**src/hdl/cycle_counter_time_interpolator_assert.svh**
```systemverilog
// ---------------------------------------------------------------------------
// Assertion macros for the cycle counter time interpolator
// Clocked, reset-gated property checks used by the RTL modules.
// ---------------------------------------------------------------------------
`ifndef CYCLE_COUNTER_TIME_INTERPOLATOR_ASSERT_SVH
`define CYCLE_COUNTER_TIME_INTERPOLATOR_ASSERT_SVH

// same-cycle implication
`define CCTI_ASSERT_NOW(label, clk, rstn, ante, cons, msg) \
    label: assert property (@(posedge clk) disable iff (!rstn) (ante) |-> (cons)) \
        else $error(msg);

// next-cycle implication
`define CCTI_ASSERT_NEXT(label, clk, rstn, ante, cons, msg) \
    label: assert property (@(posedge clk) disable iff (!rstn) (ante) |=> (cons)) \
        else $error(msg);

`endif

```
**src/hdl/ccti_pkg.sv**
```systemverilog
// ---------------------------------------------------------------------------
// ccti_pkg
// Shared constants and types of the cycle counter time interpolator.
// ---------------------------------------------------------------------------
package ccti_pkg;

    localparam int DATA_W         = 64;
    localparam int RATE_FRAC_BITS = 48;
    localparam int CFG_W          = 40;
    localparam int CFG_IDX_W      = 2;
    localparam int HALF_W         = DATA_W / 2;
    localparam int PROD_W         = 2 * DATA_W;
    localparam int MUL_STEPS      = 4;
    localparam int MUL_CNT_W      = 3;
    localparam int DIV_CNT_W      = $clog2(DATA_W);

    localparam logic [CFG_IDX_W-1:0] CFG_RELIABLE  = 2'd0;
    localparam logic [CFG_IDX_W-1:0] CFG_CALIBRATE = 2'd1;
    localparam logic [CFG_IDX_W-1:0] CFG_RESYNC    = 2'd2;

    localparam logic [CFG_W-1:0] CALIBRATE_RESET = 40'd2000000000;
    localparam logic [CFG_W-1:0] RESYNC_RESET    = 40'd20000000000;

    typedef enum logic [2:0] {
        ST_IDLE,
        ST_DIST,
        ST_DECIDE,
        ST_MUL,
        ST_DIV,
        ST_SUM,
        ST_CLAMP,
        ST_DONE
    } state_t;

endpackage

```
**src/hdl/ccti_mul.sv**
```systemverilog
// ---------------------------------------------------------------------------
// ccti_mul
// Shared 64x64 multiplier: one 32x32 partial product per cycle, registered,
// then shifted into a 128-bit accumulator on the following cycle.
// ---------------------------------------------------------------------------
module ccti_mul (
    input  logic                           aclk,
    input  logic                           aresetn,
    input  logic                           start,
    input  logic [ccti_pkg::DATA_W-1:0]    a,
    input  logic [ccti_pkg::DATA_W-1:0]    b,
    output logic                           done,
    output logic [ccti_pkg::PROD_W-1:0]    product
);

    logic                                busy_reg;
    logic [ccti_pkg::MUL_CNT_W-1:0]      cnt_reg;
    logic [ccti_pkg::DATA_W-1:0]         pp_reg;
    logic [1:0]                          pp_sh_reg;
    logic                                pp_valid_reg;
    logic [ccti_pkg::PROD_W-1:0]         acc_reg;
    logic                                done_reg;

    logic [ccti_pkg::HALF_W-1:0]         a_half;
    logic [ccti_pkg::HALF_W-1:0]         b_half;
    logic [ccti_pkg::DATA_W-1:0]         pp_next;
    logic [1:0]                          pp_sh_next;
    logic [ccti_pkg::PROD_W-1:0]         acc_next;
    logic                                last_step;

    assign last_step = (cnt_reg == ccti_pkg::MUL_CNT_W'(ccti_pkg::MUL_STEPS));

    always_comb begin
        a_half     = cnt_reg[0] ? a[ccti_pkg::DATA_W-1:ccti_pkg::HALF_W]
                                : a[ccti_pkg::HALF_W-1:0];
        b_half     = cnt_reg[1] ? b[ccti_pkg::DATA_W-1:ccti_pkg::HALF_W]
                                : b[ccti_pkg::HALF_W-1:0];
        pp_next    = {{ccti_pkg::HALF_W{1'b0}}, a_half} * {{ccti_pkg::HALF_W{1'b0}}, b_half};
        pp_sh_next = {1'b0, cnt_reg[0]} + {1'b0, cnt_reg[1]};
        acc_next   = acc_reg + ({{ccti_pkg::DATA_W{1'b0}}, pp_reg} << {pp_sh_reg, 5'b0});
    end

    always_ff @(posedge aclk) begin
        if (!aresetn) begin
            busy_reg     <= 1'b0;
            cnt_reg      <= '0;
            pp_valid_reg <= 1'b0;
            done_reg     <= 1'b0;
        end else begin
            done_reg <= 1'b0;
            if (start) begin
                busy_reg     <= 1'b1;
                cnt_reg      <= '0;
                pp_valid_reg <= 1'b0;
            end else if (busy_reg) begin
                pp_valid_reg <= !last_step;
                cnt_reg      <= cnt_reg + 1'b1;
                if (last_step) begin
                    busy_reg <= 1'b0;
                    done_reg <= 1'b1;
                end
            end
        end
    end

    always_ff @(posedge aclk) begin
        if (start) begin
            acc_reg <= '0;
        end else if (busy_reg) begin
            if (!last_step) begin
                pp_reg    <= pp_next;
                pp_sh_reg <= pp_sh_next;
            end
            if (pp_valid_reg) begin
                acc_reg <= acc_next;
            end
        end
    end

    assign done    = done_reg;
    assign product = acc_reg;

endmodule

```
**config.mk**
```make
export PLATFORM = sky130hd
export DESIGN_NAME = ccti_mul
export DESIGN_NICKNAME = d
export VERILOG_FILES = /design/src/hdl/cycle_counter_time_interpolator_assert.svh /design/src/hdl/ccti_pkg.sv /design/src/hdl/ccti_mul.sv
export SDC_FILE = /design/constraint.sdc
export NUM_CORES = 2
export LEC_CHECK = 0
export ABC_AREA = 1
export BUFFER_PORTS_ARGS = -buffer_cell sky130_fd_sc_hd__buf_2
export CAP_MARGIN = 40
export CELL_PAD_IN_SITES_DETAIL_PLACEMENT = 0
export CELL_PAD_IN_SITES_GLOBAL_PLACEMENT = 1
export CORE_MARGIN = 8
export CORE_UTILIZATION = 45
export CTS_CLUSTER_DIAMETER = 150
export DETAILED_ROUTE_END_ITERATION = 8
export PLACE_DENSITY_LB_ADDON = 0.1
export REMOVE_ABC_BUFFERS = 1
export SLEW_MARGIN = 20
export SYNTH_ARGS = -nofsm -noshare
export SYNTH_HDL_FRONTEND = slang
export SYNTH_SLANG_ARGS = --single-unit
```
**constraint.sdc**
```tcl
create_clock -name aclk -period 10.9 [get_ports aclk]
set_input_delay 2.18 -clock aclk [delete_from_list [all_inputs] [get_ports aclk]]
set_output_delay 2.18 -clock aclk [all_outputs]
set_load 0.05 [all_outputs]
```
==> flow_metrics.tcl <==
set metrics [dict create \
    status "completed" \
    clkLatencyLatePin_ns 0.55 \
    slew_headroom_pct 31.5 \
    period_needed_ns 9.56 \
    setup_viol 0 \
    start_util_pct 45.3 \
    fin_crit_sh_pct 87.7 \
    yosys-mux-area-fraction_pct 0 \
    grt_max_degree 98 \
    place.detailed.hpwl_um 211000 \
    path_max_fanout 14 \
    max_clock_freq_mhz 105 \
    tns_ns 0 \
    rsz0062_at_grt "no" \
    yosys_warnings 0 \
    ys_seq_area_share_pct 8.31 \
    overflow 0 \
    synth_edf_count 66 \
    startpoint_type "primary input" \
    finalClockSkew_ns 0.0232 \
    port_buffers 259 \
    path_clk_slew_ns 0.09 \
    ys_seq_elements 200 \
    ys.flop_type "dfxtp_1" \
    first_pass_iters 8 \
    drc 0 \
    h-tree-depth 4 \
    nNetsFinal 9984 \
    wl_per_cell_um 23.9 \
    endpoint_kind "flip-flop" \
    cap_viol_max_count 0 \
    syn-cell-area_um2 56100 \
    ctsHoldBuffers 0 \
    async_flop_share_pct 0 \
    timing.rr.start "cnt_reg[1]" \
    stdcell_count 10200 \
    synth_xor_area_share_pct 1.86 \
    cp.arrival_ns 9.86 \
    grt_usage_pct 35.3 \
    hold_violations 0 \
    area_growth_pct 7.45 \
    seq_area_um2 4670 \
    fp.dieW_um 369 \
    post_cts_buffers 0 \
    io_pins 260 \
    dp_cells 10200 \
    cp-startpoint "a[9]" \
    crit_type "primary input to flip-flop" \
    vias_per_cell 5.22 \
    cp-endpoint "pp_reg[59]" \
    cts_tree "done" \
    grt_pass1_wl_um 352000 \
    row_count 129 \
    finalMaxSlewViolations 0 \
    reg2reg_slack_ns 2.30 \
    wirelength_um 244000 \
    core_um2 124000 \
    multi_input_area_um2 42700 \
    fillers 13100 \
    cts_buffers 17 \
    cts.sinks 200 \
    die_y_um 369 \
    yosys.area_share.simple_pct 28.1 \
    n_antenna_cell 0 \
    root_buffer "clkbuf_16" \
    synth.distinct_cells 48 \
    synthesis.instances 8383 \
    dr_total_vias 53300 \
    ant_nets 0 \
    antenna_found_initial 2 \
    die_area_um2 136000 \
    largest_reg_flops 128 \
    grt_pass1_vias 54400 \
    worstPathRequired_ns 11.20 \
    whs_path_depth 2 \
    hp-class "flip-flop to flip-flop" \
    cts_resized 0 \
    drive_gt1_share_pct 8.25 \
    regToRegEndpoint "pp_reg[59]" \
    synthAdderAreaFrac_pct 40.7 \
    worstMarginPinSlew_ns 1.02 \
    synth_top_family_by_area "adder cells" \
    synth_compound_area_share_pct 5.15 \
    gp_congestion 1.02 \
    avgSynthCellArea_um2 6.70 \
    clock_path_buffers 2 \
    dr.first_iter.drc_count 4481 \
    reg2reg_depth 28 \
]
-- synthesized netlist by cell type, types with 2 or more instances --
library cell	count	area share (%)
o21bai_1	17	0.23
dfxtp_1	134	4.8
o21a_1	5	0.067
and2_1	2	0.022
nand3_2	22	0.39
nor2_4	8	0.16
fa_1	897	32
ha_1	392	8.7
clkbuf_1	120	0.80
o21ai_0	200	1.8
nand4_1	20	0.22
nor2_2	35	0.39
a31oi_1	29	0.32
or2_2	65	0.72
edfxtp_1	66	3.5
o21ai_2	34	0.53
o21ai_1	16	0.14
xnor2_1	20	0.31
nand3_1	187	1.7
a21o_1	16	0.21
inv_1	2058	14
buf_1	8	0.053
nor4_1	4	0.045
nor4_2	3	0.067
a21boi_0	6	0.080
nor3_2	12	0.21
clkinv_1	17	0.11
inv_2	30	0.20
nor3_1	32	0.29
o211ai_1	15	0.20
a21oi_1	167	1.5
nor2_1	1228	8.2
buf_2	100	0.89
xor2_1	99	1.5
nand2_2	43	0.48
buf_4	2	0.027
nand2_1	2262	15
and2_2	2	0.027
-- area by class of cell --
class                           instances  area share (%)
Clock buffer                           18           0.711
Clock inverter                         14           0.263
Tap cell                             1637            3.40
Inverter                             2105            13.1
Multi-Input combinational cell       5848            70.8
Timing Repair Buffer                  392            4.01
Sequential cell                       200            7.74
-- layout by cell type, fill, tap and decap left out, types with 15 or more instances in the layout --
| cell | instances |
|---|---|
| a21o_1 | 16 |
| a21oi_1 | 167 |
| a31oi_1 | 29 |
| buf_2 | 262 |
| buf_4 | 118 |
| clkbuf_16 | 17 |
| clkinv_1 | 16 |
| dfxtp_1 | 132 |
| edfxtp_1 | 66 |
| fa_1 | 897 |
| ha_1 | 392 |
| inv_1 | 2058 |
| inv_2 | 30 |
| nand2_1 | 2261 |
| nand2_2 | 44 |
| nand3_1 | 187 |
| nand3_2 | 22 |
| nand4_1 | 20 |
| nor2_1 | 1227 |
| nor2_2 | 35 |
| nor3_1 | 32 |
| o211ai_1 | 15 |
| o21ai_0 | 184 |
| o21ai_2 | 54 |
| o21bai_1 | 17 |
| or2_2 | 65 |
| xnor2_1 | 20 |
| xor2_1 | 99 |
-- cell families (layout without fill, tap and decap cells) --
| kind of cell | count (synthesis) | count (layout) |
|---|---|---|
| fa+ha+maj | 1289 | 1289 |
| buf+inv | 2335 | 2529 |
| compound gates | 511 | 511 |
| xor+xnor | 119 | 119 |
| flops | 200 | 200 |
| simple gates | 3929 | 3929 |
-- routing by layer --
metal | GRT usage [%] | part of all wire (%) | wire (µm)
met4 | 24.9 | 8.7 | 21200
met5 | 0 | 0.0074 | 18
met3 | 5.35 | 6.8 | 16600
met1 | 40.8 | 38 | 91700
met2 | 60.1 | 47 | 115000
-- worst max-delay path: stages --
cell     delay, ns
buf_2         0.10
o21ai_2       0.62
inv_1         0.62
nand2_1       0.23
fa_1          0.47
fa_1          0.55
inv_1         0.05
fa_1          0.48
fa_1          0.57
fa_1          0.44
fa_1          0.47
fa_1          0.49
inv_1         0.05
fa_1          0.48
inv_1         0.10
ha_1          0.47
nand2_1       0.15
nor2_1        0.25
inv_1         0.13
nor3_1        0.30
nand3_1       0.12
nand3_1       0.23
nand2_1       0.08
inv_1         0.08
nor2_1        0.04
nand2_1       0.06
nand2_1       0.05
-- worst min-delay path by stage --
| stage | end | start | slack, ns |
|---|---|---|---|
| 2_1_floorplan | pp_valid_reg | pp_valid_reg | 0.45 |
| 3_3_place_gp | pp_valid_reg | pp_valid_reg | 0.47 |
| 3_5_place_dp | pp_valid_reg | pp_valid_reg | 0.47 |
| 4_1_cts | pp_valid_reg | pp_valid_reg | 0.49 |
| 5_1_grt | pp_valid_reg | pp_valid_reg | 0.50 |
| 6_report | pp_valid_reg | pp_valid_reg | 0.49 |
-- stage by stage --
step	instance area (µm²)	setup WS, ns	util, %	hold slack (ns)
after floorplan	55100	1.24	-	0.445
after global placement	59500	0.930	48.0	0.471
after detailed placement	59700	0.838	48.2	0.474
after CTS	60300	1.43	48.7	0.486
after global routing	60300	1.07	48.7	0.504
final	60300	1.34	48.7	0.487
Power is left out: the tool's default activity adds up to more than one toggle a clock period on the data nets, which glitch-free logic cannot reach.
