**src/hdl/cycle_counter_time_interpolator_assert.svh**
```systemverilog
// ---------------------------------------------------------------------------
// Assertion macros for the cycle counter time interpolator
// Clocked, reset-gated property checks used by the RTL modules.
// ---------------------------------------------------------------------------
`ifndef CYCLE_COUNTER_TIME_INTERPOLATOR_ASSERT_SVH
`define CYCLE_COUNTER_TIME_INTERPOLATOR_ASSERT_SVH

// same-cycle implication
`define CCTI_ASSERT_NOW(label, clk, rstn, ante, cons, msg) \
    label: assert property (@(posedge clk) disable iff (!rstn) (ante) |-> (cons)) \
        else $error(msg);

// next-cycle implication
`define CCTI_ASSERT_NEXT(label, clk, rstn, ante, cons, msg) \
    label: assert property (@(posedge clk) disable iff (!rstn) (ante) |=> (cons)) \
        else $error(msg);

`endif

```
**src/hdl/ccti_pkg.sv**
```systemverilog
// ---------------------------------------------------------------------------
// ccti_pkg
// Shared constants and types of the cycle counter time interpolator.
// ---------------------------------------------------------------------------
package ccti_pkg;

    localparam int DATA_W         = 64;
    localparam int RATE_FRAC_BITS = 48;
    localparam int CFG_W          = 40;
    localparam int CFG_IDX_W      = 2;
    localparam int HALF_W         = DATA_W / 2;
    localparam int PROD_W         = 2 * DATA_W;
    localparam int MUL_STEPS      = 4;
    localparam int MUL_CNT_W      = 3;
    localparam int DIV_CNT_W      = $clog2(DATA_W);

    localparam logic [CFG_IDX_W-1:0] CFG_RELIABLE  = 2'd0;
    localparam logic [CFG_IDX_W-1:0] CFG_CALIBRATE = 2'd1;
    localparam logic [CFG_IDX_W-1:0] CFG_RESYNC    = 2'd2;

    localparam logic [CFG_W-1:0] CALIBRATE_RESET = 40'd2000000000;
    localparam logic [CFG_W-1:0] RESYNC_RESET    = 40'd20000000000;

    typedef enum logic [2:0] {
        ST_IDLE,
        ST_DIST,
        ST_DECIDE,
        ST_MUL,
        ST_DIV,
        ST_SUM,
        ST_CLAMP,
        ST_DONE
    } state_t;

endpackage

```
**src/hdl/ccti_div.sv**
```systemverilog
// ---------------------------------------------------------------------------
// ccti_div
// Restoring divider for the rate: floor(num * 2^RATE_FRAC_BITS / den),
// one quotient bit per cycle, saturated when the quotient overflows.
// ---------------------------------------------------------------------------
module ccti_div (
    input  logic                           aclk,
    input  logic                           aresetn,
    input  logic                           start,
    input  logic [ccti_pkg::DATA_W-1:0]    num,
    input  logic [ccti_pkg::DATA_W-1:0]    den,
    output logic                           done,
    output logic [ccti_pkg::DATA_W-1:0]    quot
);

    logic                                busy_reg;
    logic [ccti_pkg::DIV_CNT_W-1:0]      cnt_reg;
    logic [ccti_pkg::DATA_W-1:0]         rem_reg;
    logic [ccti_pkg::DATA_W-1:0]         lo_reg;
    logic [ccti_pkg::DATA_W-1:0]         q_reg;
    logic                                done_reg;

    logic [ccti_pkg::DATA_W-1:0]         num_hi;
    logic [ccti_pkg::DATA_W-1:0]         num_lo;
    logic                                overflow;
    logic [ccti_pkg::DATA_W:0]           rem_sh;
    logic                                take;
    logic [ccti_pkg::DATA_W-1:0]         rem_next;

    always_comb begin
        num_hi   = num >> (ccti_pkg::DATA_W - ccti_pkg::RATE_FRAC_BITS);
        num_lo   = num << ccti_pkg::RATE_FRAC_BITS;
        overflow = (num_hi >= den);
        rem_sh   = {rem_reg, lo_reg[ccti_pkg::DATA_W-1]};
        take     = rem_sh[ccti_pkg::DATA_W] ||
                   (rem_sh[ccti_pkg::DATA_W-1:0] >= den);
        rem_next = take ? (rem_sh[ccti_pkg::DATA_W-1:0] - den)
                        : rem_sh[ccti_pkg::DATA_W-1:0];
    end

    always_ff @(posedge aclk) begin
        if (!aresetn) begin
            busy_reg <= 1'b0;
            cnt_reg  <= '0;
            done_reg <= 1'b0;
        end else begin
            done_reg <= 1'b0;
            if (start) begin
                cnt_reg  <= '0;
                busy_reg <= !overflow;
                done_reg <= overflow;
            end else if (busy_reg) begin
                cnt_reg <= cnt_reg + 1'b1;
                if (&cnt_reg) begin
                    busy_reg <= 1'b0;
                    done_reg <= 1'b1;
                end
            end
        end
    end

    always_ff @(posedge aclk) begin
        if (start) begin
            rem_reg <= num_hi;
            lo_reg  <= num_lo;
            q_reg   <= overflow ? '1 : '0;
        end else if (busy_reg) begin
            rem_reg <= rem_next;
            lo_reg  <= lo_reg << 1;
            q_reg   <= {q_reg[ccti_pkg::DATA_W-2:0], take};
        end
    end

    assign done = done_reg;
    assign quot = q_reg;

    `include "cycle_counter_time_interpolator_assert.svh"

    `CCTI_ASSERT_NOW(a_div_no_restart, aclk, aresetn, busy_reg, !start, "divider restarted while busy")

endmodule

```
**config.mk**
```make
export PLATFORM = sky130hd
export DESIGN_NAME = ccti_div
export DESIGN_NICKNAME = d
export VERILOG_FILES = /design/src/hdl/ccti_pkg.sv /design/src/hdl/ccti_div.sv
export VERILOG_INCLUDE_DIRS = /design/src /design/src/hdl
export SDC_FILE = /design/constraint.sdc
export NUM_CORES = 1
export LEC_CHECK = 0
export ABC_AREA = 1
export ABC_CLOCK_PERIOD_IN_PS = 4700
export BUFFER_PORTS_ARGS = -buffer_cell sky130_fd_sc_hd__buf_2
export CAP_MARGIN = 15
export CORE_ASPECT_RATIO = 0.5
export CORE_MARGIN = 4
export CORE_UTILIZATION = 40
export DETAILED_ROUTE_END_ITERATION = 7
export PLACE_DENSITY_LB_ADDON = 0.05
export SYNTH_ARGS = -nofsm -noshare
export SYNTH_HDL_FRONTEND = slang
export SYNTH_SLANG_ARGS = --single-unit
export TNS_END_PERCENT = 30
```
**constraint.sdc**
```tcl
create_clock -name aclk -period 4.7 [get_ports aclk]
set_input_delay 0.705 -clock aclk [delete_from_list [all_inputs] [get_ports aclk]]
set_output_delay 0.705 -clock aclk [all_outputs]
set_load 0.02 [all_outputs]
```
==> flow_summary_export.csv, run 1 <==
group,metric,value,unit
run_status,status,"finished, final reports clean",
grt,grt_pass1_wl,76900,um
grt,grt_pass1_vias,13900,
synth,synth_cell_types,38,
floorplanning,start_util,40.5,%
synth,avgSynthCellArea,6.16,sq um
power_and_ir_drop,pwr-share-clk,32.3,%
synth,synth_seq_cells,152,
floorplanning,dieArea,39600,sq um
finish,multi_input_area,8280,sq um
grt,overflow,0,
timing,worst_slew_pin_slew,1.04,ns
timing,period_share,69.8,%
hold_path,hold_class,"flip-flop to flip-flop",
routing,dr.pass1.iters,5,
power_and_ir_drop,pwr-share-seq,35.1,%
routing,antenna_left,0,
power_and_ir_drop,vdd_drop_max,0.181,mV
critical_path,start_kind,"flip-flop",
synth,synth_top_area_cell,"nand2_1",
cts,postCtsHoldBufs,0,
timing,setup_viol,0,
grt,grt_max_degree,108,
finish,final_area,16500,sq um
routing,via_per_inst,4.82,
routing,via_count,14600,
finish,areaGrowthSynthToFinish,13.9,%
placement,post-dp-hpwl,39600,um
critical_path,critPathArrivalTime,3.47,ns
routing,drt_iter0_markers,1174,
finish,drive_above_1_share,11.7,%
critical_path,critPathKind,"flip-flop to flip-flop",
floorplanning,dieHeight,143,um
cts,cts_buffer_depth,2,
cts,cts_tree,"built",
timing,rsz0062_at_grt,"no",
synth,synth_nets,2604,
power_and_ir_drop,p_per_area,284,nW/um^2
synth,synthFlopType,"edfxtp_1",
power_and_ir_drop,comb_power_share,32.5,%
placement,gp_congestion,0.974,
floorplanning,core,35900,sq um
cts,postCtsResizedCells,0,
power_and_ir_drop,p_sw,1800,uW
power_and_ir_drop,switching_share,38.3,%
cts,cts_buffers,17,
routing,drt_wl_total,49600,um
finish,regArea,4320,sq um
cts,clk_pin_slew,0.07,ns
placement,placed_area,15900,sq um
cts,cts-root-buf,"clkbuf_16",
critical_path,critical_path_required,4.90,ns
timing,final.min_clock_period,3.28,ns
finish,n_fill_cell,4023,
timing,slew_headroom,31.0,%
timing,hold_viol_final,0,
timing,worst_clock_skew,0.0158,ns
synth,yosysMostFrequentCell,"nand2_1",
critical_path,cp_max_fo,52,
routing,route.detailed.drc,0,
synth,yosysSeqAreaShare,29.8,%
synth,yosys_warnings,0,
floorplanning,dieWidth,277,um
critical_path,critPathCaptureType,"flip-flop",
placement,portBuffers,195,
synth,syn_inst,2359,
finish,fin_nets,2778,
grt,grt.total_usage,24.9,%
synth,synth_edf_count,128,
routing,wire_per_inst,16.4,um
synth,synth_common_cells,"nand2_1 (1109), inv_1 (420), edfxtp_1 (128), nand3_1 (125), nor2_1 (121)",
synth,synthArstFlopShare,0,%
cts,cts_max_level,4,
synth,syn-cell-area,14500,sq um
cts,cts_sinks,152,
synth,synth.top_cell.area_share,28.7,%
timing,finalSetupTns,0,ns
timing,slew_viol_final,0,
floorplanning,ios,196,
synth,synth_area_leaders,"nand2_1 (29%), edfxtp_1 (26%), inv_1 (11%)",
power_and_ir_drop,leakagePower,0.00985,uW
floorplanning,rows,49,
timing,clock.fmax,0.305,GHz
cts,cts_setup_buffers,0,
flow_run,max-cap-violations,0,
cts,clock_latency,0.45,ns
power_and_ir_drop,intPower,2900,uW
grt,antenna_found_initial,6,
==> cells in the final DEF (no fill, tap or decap), drive strengths merged, types with 15 or more instances in the layout <==
| cell | netlist | routed |
|---|---|---|
| a21oi | 68 | 68 |
| buf | 20 | 205 |
| clkbuf | 30 | 18 |
| dfxtp | 24 | 24 |
| edfxtp | 128 | 128 |
| ha | 113 | 113 |
| inv | 443 | 452 |
| nand2 | 1124 | 1124 |
| nand3 | 127 | 127 |
| nand3b | 44 | 44 |
| nand4 | 22 | 22 |
| nor2 | 135 | 135 |
| nor3 | 18 | 18 |
| o21ai | 15 | 15 |
| xnor2 | 31 | 31 |
==> worst paths after layout <==
kind,from,to,slack (ns),cells after the start
min,rem_reg[63],rem_reg[63],0.46,2
min reg2reg,rem_reg[63],rem_reg[63],0.46,2
max,lo_reg[63],rem_reg[2],1.42,17
max reg2reg,lo_reg[63],rem_reg[2],1.42,17
==> stage by stage <==
stage          hold WS [ns]  instances  total power, uW  util [%]  setup slack (ns)
2_1_floorplan         0.427       2359             2700         -             0.474
3_3_place_gp          0.444       2998             3190      44.4              1.11
3_5_place_dp          0.445       2998             3180      44.4              1.10
4_1_cts               0.460       3030             4730      46.1              1.44
5_1_grt               0.500       3031             4970      46.1              1.16
6_report              0.459       3031             4700      46.1              1.42
==> routing by layer <==
| layer | vias up | part of all wire (%) | global-route usage (%) |
|---|---|---|---|
| li1 | 7566 | - | - |
| met1 | 6559 | 49 | 35.5 |
| met2 | 410 | 41 | 38.3 |
| met3 | 51 | 8.3 | 6.32 |
| met4 | 10 | 1.7 | 5.41 |
| met5 | - | 0.11 | 0 |
==> cell type report <==
| type | instances | area share [%] |
|---|---|---|
| multi-input cells | 1713 | 50.1 |
| flip-flops and latches | 152 | 26.1 |
| inverters | 444 | 10.1 |
| repair buffers | 205 | 6.35 |
| well taps | 484 | 3.66 |
| clock buffers | 18 | 2.59 |
| clock inverters | 14 | 1.07 |
| diodes | 1 | 0.0151 |
==> power by group through the flow <==
stage / registers [uW] / logic, uW / clock network [uW]
floorplan: 1730 / 967 / 0
global placement: 1680 / 1510 / 0
detailed placement: 1680 / 1510 / 0
CTS: 1650 / 1520 / 1560
global route: 1670 / 1710 / 1590
finish: 1650 / 1530 / 1520
==> logic make-up (layout without fill, tap and decap cells) <==
logic type,after synthesis,after routing,share of synthesized area [%]
compound gates,90,90,3.32
xor+xnor,31,31,1.87
fa+ha+maj,114,114,9.87
buf+inv,494,681,13.2
flops,152,152,29.8
other cells,0,1,0
simple gates,1478,1478,41.9
==> worst max-delay path: stages, from the launching register on <==
cell      delay [ns]
edfxtp_1        0.36
inv_1           0.13
ha_1            0.16
inv_1           0.07
fa_1            0.43
nand3_1         0.11
nand3_2         0.13
nand2_1         0.11
nand2_2         0.11
nand2_1         0.09
nand2_2         0.12
nand2_2         0.10
nand3_2         0.08
nand2_4         0.08
buf_4           0.57
nand3b_1        0.13
nand3_1         0.15
nand2_1         0.07
No activity file was read; power rests on OpenSTA's default activity.
==> inputs of run 2 (changes only) <==
ABC_AREA = 0   (was 1)
ABC_CLOCK_PERIOD_IN_PS = 3000   (was 4700)
clock period = 3 ns   (was 4.7 ns; I/O delays follow)
==> run 2 against run 1 <==
The flow now finishes with violations (negative setup slack); fmax fell by 1.0%; clock power grew 49%; via count shrank 16%; worst hold slack lost 0.18 ns; synthesized cell count shrank 42%; global-route usage is 0.71 points lower; combinational power grew to 2.6 times the previous value; clock skew hardly changed; critical path depth down 1; clock-buffer cell count decreased by 1; sequential share of layout area down 1.7 points.
==> flow_summary_export.csv, run 2 <==
group,metric,value,unit
hold_path,hold_class,"input pin to flip-flop",
timing,setup_viol,71,
routing,antenna_left,0,
critical_path,critical_path_required,3.20,ns
floorplanning,dieHeight,130,um
finish,fin_nets,2119,
finish,areaGrowthSynthToFinish,47.9,%
synth,avgSynthCellArea,8.78,sq um
synth,synthFlopType,"edfxtp_1",
timing,worst_clock_skew,0.0157,ns
finish,regArea,4320,sq um
cts,clk_pin_slew,0.08,ns
critical_path,critPathKind,"flip-flop to flip-flop",
synth,synth_edf_count,128,
cts,cts-root-buf,"clkbuf_16",
floorplanning,dieWidth,253,um
floorplanning,rows,44,
floorplanning,ios,196,
routing,wire_per_inst,17.9,um
grt,grt.total_usage,24.2,%
critical_path,slowest_stage,"edfxtp_1",
floorplanning,core,29200,sq um
grt,overflow,0,
cts,cts_tree,"built",
routing,route.detailed.drc,0,
cts,clock_latency,0.46,ns
grt,grt_pass1_vias,12200,
timing,slew_headroom,56.7,%
critical_path,critPathCaptureType,"flip-flop",
synth,synthArstFlopShare,0,%
timing,worst_slew_pin_slew,0.649,ns
cts,cts_buffers,17,
critical_path,critPathArrivalTime,3.51,ns
finish,fin_cells,2278,
floorplanning,start_util,41.0,%
synth,synth_common_cells,"inv_1 (167), a21oi_1 (128), edfxtp_1 (128), ha_1 (113), o21ai_0 (109)",
finish,final_common_cell,"buf_4",
timing,final.min_clock_period,3.31,ns
timing,holdWs,0.276,ns
routing,drt_iter0_markers,810,
cts,cts_buffer_depth,2,
synth,synth_top_area_cell,"edfxtp_1",
synth,synth_nets,1610,
placement,dp_cells,2197,
routing,via_per_inst,5.38,
cts,postCtsHoldBufs,0,
synth,synth_area_leaders,"edfxtp_1 (32%), ha_1 (12%), a21oi_1 (5.3%)",
critical_path,cpPeakStageDelay,0.38,ns
routing,dr.pass1.iters,5,
timing,fin_ws,-0.312,ns
finish,n_fill_cell,2589,
placement,gp_congestion,0.921,
critical_path,crit_top_cell,"buf_4",
flow_run,max-cap-violations,0,
finish,diodes,0,
power_and_ir_drop,vdd_drop_max,0.443,mV
critical_path,path_cells,"inv_2 > ha_4 > inv_2 > fa_2 > a211oi_2 > o21ai_2 > o211ai_1 > buf_4 > a21o_4 > a21oi_4 > nor3_4 > buf_4 > o31ai_4 > buf_4 > and3_1 > o32a_1",
floorplanning,dieArea,32900,sq um
synth,yosys_warnings,0,
critical_path,cp_max_fo,3,
synth,synth_cell_types,81,
placement,post-dp-hpwl,29000,um
finish,layout_common_cells,"buf_4 (310), buf_2 (191), inv_1 (161)",
power_and_ir_drop,p_per_area,509,nW/um^2
finish,multi_input_area,7480,sq um
synth,syn_inst,1365,
placement,portBuffers,195,
synth,yosysSeqAreaShare,36.1,%
synth,synth.top_cell.area_share,32.1,%
power_and_ir_drop,leakagePower,0.00839,uW
synth,synth_seq_cells,152,
grt,grt_max_degree,111,
run_status,status,"complete, but fails checks",
grt,grt_pass1_wl,63400,um
routing,drt_wl_total,40700,um
routing,via_count,12300,
timing,period_share,110,%
grt,antenna_found_initial,0,
cts,cts_sinks,152,
critical_path,start_kind,"flip-flop",
timing,rsz0062_at_grt,"yes",
cts,cts_max_level,4,
timing,clock.fmax,0.302,GHz
run_status,violations,"negative setup slack",
timing,slew_viol_final,0,
timing,hold_viol_final,0,
finish,drive_above_1_share,40.3,%
synth,syn-cell-area,12000,sq um
synth,yosysMostFrequentCell,"inv_1",
-- run 2: cell types whose count changed in the layout (fill, tap and decap cells not counted), sizes merged, moves of 26 or more --
cell,delta
nand3,-107
a21o,+57
a211oi,+26
inv,-275
a21oi,+62
nand2,-1028
nor2,-60
o21ai,+123
nand3b,-41
buf,+350
-- run 2: logic make-up after synthesis --
kind of cell	after synthesis	synth area share, %
fa+ha+maj	114	12.0
xor+xnor	50	3.66
mux	26	2.40
buf+inv	236	7.84
simple gates	305	12.4
flops	152	36.1
compound gates	482	25.6
-- run 2: final cells by class --
class	instances	area share, %
clock inverter	15	0.982
multi-input combinational	978	42.2
clock buffer	17	2.40
sequential	152	24.4
tap	391	2.76
inverter	169	3.59
timing repair buffer	556	23.6
-- run 2: metrics by stage --
step,TNS [ns],power (uW),instance area (sq um),utilization (%),worst slack [ns]
final,-11.22,9010,17700,60.6,-0.312
after global routing,-22.02,9500,17700,60.6,-0.408
after CTS,-13.72,8810,17300,59.1,-0.341
after detailed placement,-80.37,6150,15700,53.8,-0.792
after global placement,-82.68,6110,15700,53.8,-0.842
after floorplan,-0.000639,4660,12100,-,-0.000639
-- run 2: what timing repair did --
item | CTS | global route
setup endpoints to repair | 130 | 130
buffers inserted | 23 | 16
resized for setup | 110 | 89
cloned | 13 | 0
pin swaps | 45 | 55
-- run 2: critical path: cells and delay by family (launching register included) --
family / cells / cell delay [ns]
AO/OA/AOI/OAI: 7 / 1.22
buffers and inverters: 5 / 0.61
adder cells (fa/ha/maj): 2 / 0.48
flip-flops: 1 / 0.38
AND/OR/NAND/NOR: 2 / 0.38
-- run 2: final timing paths --
check              start           to  slack [ns]  depth (start not counted)
min              aresetn         done        0.28                          2
min reg2reg  rem_reg[49]  rem_reg[49]        0.52                          2
max reg2reg   lo_reg[63]  rem_reg[44]       -0.31                         16
max           lo_reg[63]  rem_reg[44]       -0.31                         16
-- run 2: routing by layer --
| metal | track usage (%) | share of wire [%] |
|---|---|---|
| met1 | 33.5 | 47 |
| met2 | 39.8 | 46 |
| met5 | 0 | 0 |
| met4 | 5.18 | 1.1 |
| met3 | 4.88 | 5.8 |
-- run 2: report_power, final --
part           switching [uW]  internal (uW)
clock                    1130           1130
combinational            2080           1970
sequential                137           2570
==> inputs of run 3 (changes only) <==
SKIP_LAST_GASP = 1   (was unset)
==> run 3 against run 2 <==
The run still ends with negative setup slack left; register-to-register slack hardly changed; via count is 0.51% lower; clock skew is 0.0015 ns lower; first-iteration DRC count is 9.6% lower; combinational power is 1% higher; non-clock buffer count stayed put; global-route usage is 0.095 points lower.
==> flow_summary_export.csv, run 3 (synthesis gave the netlist of run 2 again) <==
group,metric,value,unit
flow_run,max-cap-violations,0,
routing,via_count,12200,
routing,dr.pass1.iters,5,
critical_path,start_kind,"flip-flop",
grt,grt_max_degree,111,
placement,post-dp-hpwl,29000,um
cts,cts_max_level,4,
grt,antenna_found_initial,0,
critical_path,cp_max_fo,3,
cts,cts_buffer_depth,2,
cts,cts_tree,"built",
cts,cts_buffers,17,
routing,wire_per_inst,17.8,um
grt,grt.total_usage,24.1,%
routing,route.detailed.drc,0,
critical_path,critPathKind,"flip-flop to flip-flop",
placement,portBuffers,195,
power_and_ir_drop,pwr-share-seq,29.9,%
timing,worst_clock_skew,0.0142,ns
cts,postCtsHoldBufs,0,
finish,layout_common_cells,"buf_4 (319), buf_2 (191), inv_1 (161)",
timing,worst_slew_pin_slew,0.645,ns
finish,areaGrowthSynthToFinish,48.6,%
placement,gp_congestion,0.921,
timing,fin_ws,-0.316,ns
floorplanning,dieHeight,130,um
power_and_ir_drop,leakagePower,0.00840,uW
finish,drive_above_1_share,40.0,%
timing,rsz0062_at_grt,"yes",
grt,overflow,0,
power_and_ir_drop,p_sw,3370,uW
cts,clock_latency,0.45,ns
power_and_ir_drop,pwr-share-clk,24.9,%
critical_path,critPathCaptureType,"flip-flop",
run_status,violations,"negative setup slack",
routing,via_per_inst,5.35,
critical_path,critPathArrivalTime,3.51,ns
finish,fin_nets,2119,
power_and_ir_drop,vdd_drop_max,0.426,mV
power_and_ir_drop,switching_share,37.2,%
cts,clk_pin_slew,0.08,ns
floorplanning,dieArea,32900,sq um
power_and_ir_drop,comb_power_share,45.2,%
cts,cts_sinks,152,
timing,hold_viol_final,0,
timing,clock.fmax,0.302,GHz
floorplanning,ios,196,
routing,antenna_left,0,
hold_path,hold_class,"input pin to flip-flop",
run_status,status,"complete, but fails checks",
timing,slew_viol_final,0,
routing,drt_iter0_markers,732,
grt,grt_pass1_vias,12200,
cts,cts-root-buf,"clkbuf_16",
timing,period_share,111,%
timing,holdWs,0.281,ns
routing,drt_wl_total,40600,um
power_and_ir_drop,p_per_area,508,nW/um^2
timing,setup_viol,130,
floorplanning,start_util,41.0,%
power_and_ir_drop,intPower,5670,uW
finish,n_fill_cell,2573,
grt,grt_pass1_wl,63200,um
finish,diodes,0,
critical_path,critical_path_required,3.20,ns
finish,final_common_cell,"buf_4",
placement,dp_slack,-0.792,ns
floorplanning,dieWidth,253,um
timing,slew_headroom,57.0,%
floorplanning,rows,44,
floorplanning,core,29200,sq um
timing,final.min_clock_period,3.32,ns
-- run 3: power by group through the flow --
| stage | Combinational [uW] | Clock (uW) | Sequential [uW] |
|---|---|---|---|
| after floorplan | 1860 | 0 | 2810 |
| after global placement | 3380 | 0 | 2730 |
| after detailed placement | 3420 | 0 | 2730 |
| after CTS | 3800 | 2290 | 2700 |
| after global routing | 4440 | 2380 | 2730 |
| final | 4090 | 2250 | 2700 |
-- run 3: worst max-delay path, stage by stage, from the launching register on --
cell and delay, ns:
edfxtp_1 0.38, inv_2 0.09, ha_4 0.13, inv_2 0.04, fa_2 0.35, a211oi_2 0.26
o21ai_2 0.10, o211ai_1 0.22, buf_4 0.16, a21o_4 0.14, a21oi_4 0.06, nor3_4 0.24
buf_6 0.14, o31ai_4 0.10, buf_4 0.16, and3_4 0.16, o32a_1 0.35
-- run 3: path summary, 6_finish.rpt --
check / startpoint / to / slack, ns / depth (start not counted)
hold reg to reg: rem_reg[48] / rem_reg[48] / 0.52 / 2
setup / recovery: lo_reg[63] / rem_reg[44] / -0.32 / 16
hold / removal: aresetn / done / 0.28 / 2
setup reg to reg: lo_reg[63] / rem_reg[44] / -0.32 / 16
-- run 3: timing repair --
| item | 4_1_cts | 5_1_grt |
|---|---|---|
| resized for setup | 75 | 112 |
| setup buffers | 23 | 17 |
| gates cloned | 13 | 0 |
| pin swaps | 41 | 60 |
| setup endpoints to repair | 130 | 130 |
-- run 3: area by class of cell --
cell class | instances | area [sq um] | area share, %
Clock buffer | 17 | 425 | 2.39
Multi-Input combinational cell | 978 | 7580 | 42.6
Clock inverter | 15 | 174 | 0.977
Timing Repair Buffer | 556 | 4170 | 23.4
Tap cell | 391 | 489 | 2.75
Sequential cell | 152 | 4320 | 24.3
Inverter | 169 | 637 | 3.58
-- run 3: metal layers --
layer	vias up	GRT usage [%]	part of all wire, %	wire [um]
met1	5880	33.5	48	19400
met2	273	39.4	46	18600
li1	6005	-	-	-
met3	38	4.88	5.0	2040
met4	0	5.18	1.2	470
met5	-	0	0	0
-- run 3: stage by stage --
stage	total power, uW	util, %	cells	TNS, ns	instance area, sq um
2_1_floorplan	4660	-	1365	-0.000639	12100
3_3_place_gp	6110	53.8	2197	-82.68	15700
3_5_place_dp	6150	53.8	2197	-80.37	15700
4_1_cts	8780	58.9	2265	-20.37	17200
5_1_grt	9550	60.9	2278	-36.14	17800
6_report	9040	60.9	2278	-20.67	17800
